===== src/rtl/tpsp_slot_mem.sv =====
`timescale 1ns / 1ps
// ----------------------------------------------------------------------------
// tpsp_slot_mem
// Per-slot state store with registered read. A valid bit per entry makes an
// entry that was never written since reset read as zero.
// ----------------------------------------------------------------------------
module tpsp_slot_mem #(
  parameter int unsigned DEPTH = 8,
  parameter int unsigned AW    = 3,
  parameter int unsigned WIDTH = 40
) (
  input  logic             clk,
  input  logic             rst_n,
  input  logic             we,
  input  logic [AW-1:0]    waddr,
  input  logic [WIDTH-1:0] wdata,
  input  logic [AW-1:0]    raddr,
  output logic [WIDTH-1:0] rdata
);

  logic [WIDTH-1:0] mem [DEPTH];
  logic [DEPTH-1:0] valid_r;
  logic [WIDTH-1:0] rdata_r;

  always_ff @(posedge clk) begin
    if (we) begin
      mem[waddr] <= wdata;
    end
    rdata_r <= valid_r[raddr] ? mem[raddr] : '0;
  end

  always_ff @(posedge clk) begin
    if (!rst_n) begin
      valid_r <= '0;
    end else if (we) begin
      valid_r[waddr] <= 1'b1;
    end
  end

  assign rdata = rdata_r;

endmodule


===== config.mk =====
export PLATFORM = sky130hd
export DESIGN_NAME = tpsp_slot_mem
export DESIGN_NICKNAME = d
export VERILOG_FILES = /design/src/rtl/tpsp_slot_mem.sv
export SDC_FILE = /design/constraint.sdc
export NUM_CORES = 1
export LEC_CHECK = 0
export ABC_AREA = 1
export ABC_CLOCK_PERIOD_IN_PS = 4300
export CORE_ASPECT_RATIO = 2
export CORE_MARGIN = 8
export CORE_UTILIZATION = 45
export DETAILED_ROUTE_END_ITERATION = 10
export DONT_BUFFER_PORTS = 1
export HOLD_SLACK_MARGIN = 0.06
export PLACE_DENSITY = 0.64
export SLEW_MARGIN = 20
export SYNTH_ARGS = -nofsm -noshare
export SYNTH_HDL_FRONTEND = slang
export SYNTH_SLANG_ARGS = --single-unit

===== constraint.sdc =====
create_clock -name clk -period 4.3 [get_ports clk]
set_input_delay 0.86 -clock clk [delete_from_list [all_inputs] [get_ports clk]]
set_output_delay 0.86 -clock clk [all_outputs]
set_load 0.02 [all_outputs]

==> results_dict.tcl, run 1 <==
set metrics [dict create \
    outcome "finished clean" \
    routed-via-count 9413 \
    first_global_vias 9211 \
    slew_viol_final 0 \
    fin_area_um2 17020 \
    drc_errors 0 \
    area_growth_from_synthesis_to_layout_pct 10.51 \
    hpwlAfterDp_mm 17.08 \
    rows 96 \
    finalWirelength_mm 32.48 \
    core_region_area_um2 33990 \
    vdd_drop_max_uv 396.1 \
    slew_headroom 0.3548 \
    gr-total-overflow 0 \
    number_of_warnings_reported_in_the_yosys_synthesis_log 0 \
    clock_tree_from_tritoncts "built" \
    cp-startpoint "raddr[0]" \
    worst-endpoint-required_ps 4720 \
    total_of_hold_buffers_inserted_after_clock_tree_synthesis 0 \
    register_to_register_path_setup_slack_ps 2700 \
    path_max_fanout 165 \
    fin_ws_ps 2132 \
    drtIter0Drc 562 \
    cts_num_sinks 368 \
    placement.setup.worst_slack_ps 1625 \
    hold_violations 0 \
    initial_util 0.4530 \
    cts_post_setup_buffers_inserted 0 \
    worst_setup_path_start_kind "input pin" \
    final.fill_count 3020 \
    htree_levels 2 \
    synth_fp_nets 1627 \
    clk_slew_on_worst_s_h_paths_ps 70 \
    avgSynthCellArea_um2 9.757 \
    power.leakage_nw 8.006 \
    first_pass_grt_wire_length_mm 51.58 \
    skew_ps 16.26 \
    synth_area_um2 15400 \
    setup_tns_ps 0 \
    post_drt_wl_per_cell_um 15.99 \
    die_height_um 277.6 \
    grt_setup_unrepaired "no" \
    number_of_routed_nets_with_antenna_violations 0 \
    min_period_ps 2168 \
    postPlaceCellArea_um2 15780 \
    crit_arrival_ps 2590 \
    buffer_ports.inserted 0 \
    cts_buffers 35 \
    grt_start_max_net_pins 166 \
    pwr_density_cell_nw_per_um2 453.2 \
    post_synth_num_cell_types 13 \
    post-route-period-util 0.5042 \
    cts_repair_resize_count 0 \
    timing_worst_slew_pin_value_ps 967.8 \
    synth.ff_latch_count 368 \
    max_freq_ghz 0.4612 \
    place.gp.congestion 0.7307 \
    synthCells 1578 \
    ctsRootBufferMaster "sky130_fd_sc_hd__clkbuf_16" \
    diodes_inserted 0 \
    synth-seq-area-share 0.6865 \
    timing_worst_setup_path_type "input pin to flop" \
    cp-end-kind "flop" \
    firstDrtPassIters 4 \
    finalSetupViolCount 0 \
    floorplan.die.width_um 146.8 \
    track_usage 0.1612 \
    clock_latency_on_the_worst_skew_pair_ps 520 \
    regToRegStartpoint "valid_r[6]" \
    viasPerCell 4.635 \
    die-area_um2 40750 \
    drive_gt1_frac 0.05283 \
    worst_hold_path_type "input pin to flop" \
    ios 89 \
    rr_endpoint "rdata[39]" \
    setup.worst_path.end "rdata[39]" \
    r2r.worst_path.cells 9 \
    clock_path_buffers 3 \
    cap_viol_max_count 0 \
    final_nets 1614 \
    antenna_found_initial 1 \
]
## metrics by stage
step	std cells	total power, mW	util	hold slack (ps)
after detailed placement	1969	4.521	0.4642	450.8
after global placement	1969	4.516	0.4642	447.1
after floorplan	1578	4.459	-	435.4
after global routing	2031	7.982	0.5006	401.7
after CTS	2031	7.794	0.5006	403.7
final	2031	7.711	0.5006	427.4
## synth_stat cells (all sizes together)
master,number,share of area
nand3,164,0.053
inv,383,0.093
edfxtp,320,0.62
nand2,581,0.14
buf,55,0.018
a21oi,6,0.0020
clkbuf,11,0.0027
nor2,9,0.0022
nor3,1,0.00032
dfxtp,48,0.062
## flip-flops by register name (all words and copies together), names as in the netlist
| name | cells |
|---|---|
| mem | 320 |
| rdata | 40 |
| valid_r | 8 |
## cells in the final DEF, fill, tap and decap left out
master | netlist | final
sky130_fd_sc_hd__clkinv_2 | 0 | 2
sky130_fd_sc_hd__a21oi_1 | 6 | 6
sky130_fd_sc_hd__nor3_2 | 0 | 1
sky130_fd_sc_hd__clkbuf_8 | 0 | 7
sky130_fd_sc_hd__nand2_1 | 581 | 580
sky130_fd_sc_hd__clkinvlp_4 | 0 | 1
sky130_fd_sc_hd__nand2_2 | 0 | 1
sky130_fd_sc_hd__inv_4 | 0 | 1
sky130_fd_sc_hd__inv_1 | 378 | 371
sky130_fd_sc_hd__edfxtp_1 | 320 | 320
sky130_fd_sc_hd__inv_8 | 0 | 1
sky130_fd_sc_hd__clkbuf_16 | 0 | 37
sky130_fd_sc_hd__clkinv_1 | 0 | 5
sky130_fd_sc_hd__bufinv_16 | 0 | 5
sky130_fd_sc_hd__clkbuf_1 | 11 | 4
sky130_fd_sc_hd__buf_4 | 4 | 15
sky130_fd_sc_hd__nor2_1 | 9 | 8
sky130_fd_sc_hd__nor2_4 | 0 | 1
sky130_fd_sc_hd__buf_12 | 0 | 1
sky130_fd_sc_hd__dfxtp_1 | 48 | 48
sky130_fd_sc_hd__inv_2 | 5 | 11
sky130_fd_sc_hd__nand3_1 | 164 | 164
## layout make-up
type / count / area [um^2] / share of cell area
sequential: 368 / 10570 / 0.6212
tap: 441 / 551.8 / 0.03243
multi-input combinational: 761 / 3085 / 0.1813
inverter: 383 / 1440 / 0.08464
timing repair buffer: 16 / 132.6 / 0.007795
clock inverter: 14 / 197.7 / 0.01162
clock buffer: 48 / 1037 / 0.06096
## per-layer routing
layer | routed length [um] | GRT usage | up-vias
met2 | 15960 | 0.2739 | 219
li1 | - | - | 4788
met4 | 621 | 0.04648 | 2
met1 | 13760 | 0.2005 | 4361
met5 | 13 | 0 | -
met3 | 2136 | 0.03705 | 43
## report_power, final
group / leakage, nW / internal [mW] / switching, mW
logic: 4.10 / 0.116 / 0.240
registers: 3.30 / 4.01 / 0.0674
clock network: 0.604 / 1.99 / 1.28
## critical path, cell delays in order
cell and delay [ps]:
sky130_fd_sc_hd__inv_4 460, sky130_fd_sc_hd__nand2_1 110, sky130_fd_sc_hd__nand3_1 90, sky130_fd_sc_hd__nand2_1 50, sky130_fd_sc_hd__nand2_1 60, sky130_fd_sc_hd__nand2_2 390
sky130_fd_sc_hd__buf_4 360, sky130_fd_sc_hd__nand2_1 70, sky130_fd_sc_hd__inv_1 40
## worst min-delay path by stage
| stage | start | endpoint | cells after the start |
|---|---|---|---|
| 2_1_floorplan | valid_r[0] | valid_r[0] | 2 |
| 3_3_place_gp | valid_r[5] | valid_r[5] | 2 |
| 3_5_place_dp | valid_r[4] | valid_r[4] | 2 |
| 4_1_cts | wdata[31] | mem[3][31] | 0 |
| 5_1_grt | wdata[7] | mem[1][7] | 0 |
| 6_report | wdata[7] | mem[7][7] | 0 |
## cells by family (layout without fill, tap and decap cells)
group                  Yosys count  after routing  share of synthesized area
buffers and inverters          449            461                     0.1141
and+or+nand+nor                755            755                     0.1975
AOI/OAI and AO/OA                6              6                   0.001950
DFF                            368            368                     0.6865
(Power assumes the default switching activity.)
==> run 2: changes to the inputs <==
--- a/config.mk
+++ b/config.mk
@@ -6,14 +6,14 @@
 export NUM_CORES = 1
 export LEC_CHECK = 0
 export ABC_AREA = 1
-export ABC_CLOCK_PERIOD_IN_PS = 4300
+export ABC_CLOCK_PERIOD_IN_PS = 2250
 export CORE_ASPECT_RATIO = 2
 export CORE_MARGIN = 8
 export CORE_UTILIZATION = 45
 export DETAILED_ROUTE_END_ITERATION = 10
 export DONT_BUFFER_PORTS = 1
 export HOLD_SLACK_MARGIN = 0.06
-export PLACE_DENSITY = 0.64
+export PLACE_DENSITY = 0.62
 export SLEW_MARGIN = 20
 export SYNTH_ARGS = -nofsm -noshare
 export SYNTH_HDL_FRONTEND = slang
==> constraint.sdc (replaced) <==
create_clock -name clk -period 2.25 [get_ports clk]
set_input_delay 0.45 -clock clk [delete_from_list [all_inputs] [get_ports clk]]
set_output_delay 0.45 -clock clk [all_outputs]
set_load 0.02 [all_outputs]
==> run 2 against run 1 <==
  * Clock-buffer cell count is 5 higher
  * Utilization is 1.5 points higher
  * Die area stayed put
  * First-iteration DRC count is 2.1% lower
  * Final cell count is 2.6% higher
  * Wire length is 0.57% higher
  * Critical path depth is 9 lower
  * Combinational power is 130% higher
  * Setup slack worse by 1300 ps
  * Sequential share of layout area is 1.8 points lower
==> results_dict.tcl, run 2 (synthesized netlist as in run 1, its figures left out) <==
set metrics [dict create \
    clk_slew_on_worst_s_h_paths_ps 60 \
    antenna_found_initial 1 \
    clock_path_buffers 3 \
    worst_hold_path_type "input pin to flop" \
    max_freq_ghz 0.6852 \
    layout_commonest_cell "sky130_fd_sc_hd__nand2_1" \
    die-area_um2 40750 \
    fraction_of_power_spent_switching_nets 0.2099 \
    min_period_ps 1459 \
    finalWirelength_mm 32.67 \
    floorplan.die.width_um 146.8 \
    placement.setup.worst_slack_ps 546.4 \
    area_growth_from_synthesis_to_layout_pct 13.80 \
    firstDrtPassIters 5 \
    cts_buffers 35 \
    skew_ps 9.449 \
    number_of_routed_nets_with_antenna_violations 0 \
    comb_power_share 0.058 \
    fin_ws_ps 790.6 \
    place.gp.congestion 0.7468 \
    cp-end-kind "output port" \
    mostFrequentLayoutCells "sky130_fd_sc_hd__nand2_1 (580), sky130_fd_sc_hd__inv_1 (371), sky130_fd_sc_hd__edfxtp_1 (320), sky130_fd_sc_hd__nand3_1 (164), sky130_fd_sc_hd__dfxtp_1 (48)" \
    top_register "mem" \
    final_nets 1664 \
    seq_power_share 0.538 \
    post-route-period-util 0.6486 \
    hold_violations 0 \
    post_drt_wl_per_cell_um 15.68 \
    gr-total-overflow 0 \
    timing_worst_slew_pin_value_ps 468.6 \
    internal_power_mw 11.45 \
    timing_worst_setup_path_type "flop to output port" \
    cts_num_sinks 368 \
    vdd_drop_max_uv 647.7 \
    htree_levels 2 \
    slew_viol_final 0 \
    initial_util 0.4530 \
    hpwlAfterDp_mm 17.73 \
    rows 96 \
    viasPerCell 4.679 \
    buffer_ports.inserted 0 \
    clock_tree_from_tritoncts "built" \
    drive_gt1_frac 0.05366 \
    clock_latency_on_the_worst_skew_pair_ps 510 \
    worst-endpoint-required_ps 1800 \
    cap_viol_max_count 0 \
    path_max_fanout 1 \
    cts_post_setup_buffers_inserted 0 \
    ios 89 \
    finalSetupViolCount 0 \
    drtIter0Drc 550 \
    worst_setup_path_start_kind "flop" \
    slew_headroom 0.6876 \
    track_usage 0.1622 \
    pwr-share-clk 0.404 \
    outcome "finished clean" \
    first_global_vias 9605 \
    routed-via-count 9747 \
    grt_start_max_net_pins 166 \
    setup_tns_ps 0 \
    max_reg_flops 320 \
    drc_errors 0 \
    ctsRootBufferMaster "sky130_fd_sc_hd__clkbuf_16" \
    die_height_um 277.6 \
    crit_arrival_ps 1010 \
    netSwitchingPower_mw 3.041 \
    core_region_area_um2 33990 \
    first_pass_grt_wire_length_mm 51.92 \
    pwr_density_cell_nw_per_um2 826.9 \
    power.leakage_nw 8.212 \
    grt_setup_unrepaired "no" \
]
run 2: cell types whose count changed in the layout (fill, tap and decap cells not counted), moves of 2 or more:
| cell | change |
|---|---|
| sky130_fd_sc_hd__diode_2 | +2 |
| sky130_fd_sc_hd__clkinv_1 | -2 |
| sky130_fd_sc_hd__clkbuf_1 | +8 |
| sky130_fd_sc_hd__buf_12 | +9 |
| sky130_fd_sc_hd__clkbuf_8 | -3 |
| sky130_fd_sc_hd__bufinv_16 | -2 |
| sky130_fd_sc_hd__dlygate4sd3_1 | +40 |
run 2: repair_timing:
action,in CTS,in global routing
endpoints found under the hold margin,320,0
gates resized for setup,0,0
hold buffers,40,0
setup endpoints to repair,0,0
run 2: power by group through the flow:
stage	combinational [mW]	sequential (mW)	clock, mW
finish	0.835	7.80	5.85
global route	0.967	7.82	6.22
CTS	0.850	7.81	5.98
detailed placement	0.719	7.95	0
global placement	0.710	7.95	0
floorplan	0.595	7.93	0
run 2: layout make-up:
cell class,count,area (um^2)
Fill cell,3053,16470
Sequential cell,368,10570
Multi-Input combinational cell,761,3092
Inverter,383,1440
Clock buffer,53,1026
Timing Repair Buffer,66,720.7
Tap cell,441,551.8
Clock inverter,9,116.4
Antenna cell,2,5.005
run 2: worst paths after layout:
kind | endpoint | slack, ps | cells past startpoint | from
hold reg to reg | valid_r[5] | 460 | 2 | valid_r[5]
setup / recovery | rdata[38] | 790 | 0 | rdata[38]
setup reg to reg | rdata[31] | 1010 | 9 | valid_r[5]
hold / removal | rdata[7] | 150 | 4 | raddr[2]
run 2: metal layers:
layer | vias up | share of wire | wire, um | global-route usage
met3 | 58 | 0.060 | 1949 | 0.03003
li1 | 4899 | - | - | -
met5 | - | 0 | 0 | 0
met1 | 4554 | 0.41 | 13540 | 0.1984
met4 | 0 | 0.023 | 743 | 0.05232
met2 | 236 | 0.50 | 16440 | 0.2824
run 2: stage by stage:
| stage | util | area [um^2] | hold WS (ps) | instances | power (mW) |
|---|---|---|---|---|---|
| finish | 0.5155 | 17520 | 145.7 | 2083 | 14.49 |
| global route | 0.5154 | 17520 | 153.6 | 2082 | 15.01 |
| CTS | 0.5153 | 17520 | 120.1 | 2081 | 14.64 |
| detailed placement | 0.4699 | 15970 | 450.5 | 1979 | 8.673 |
| global placement | 0.4699 | 15970 | 447.6 | 1979 | 8.660 |
| floorplan | - | 15410 | 435.4 | 1578 | 8.522 |
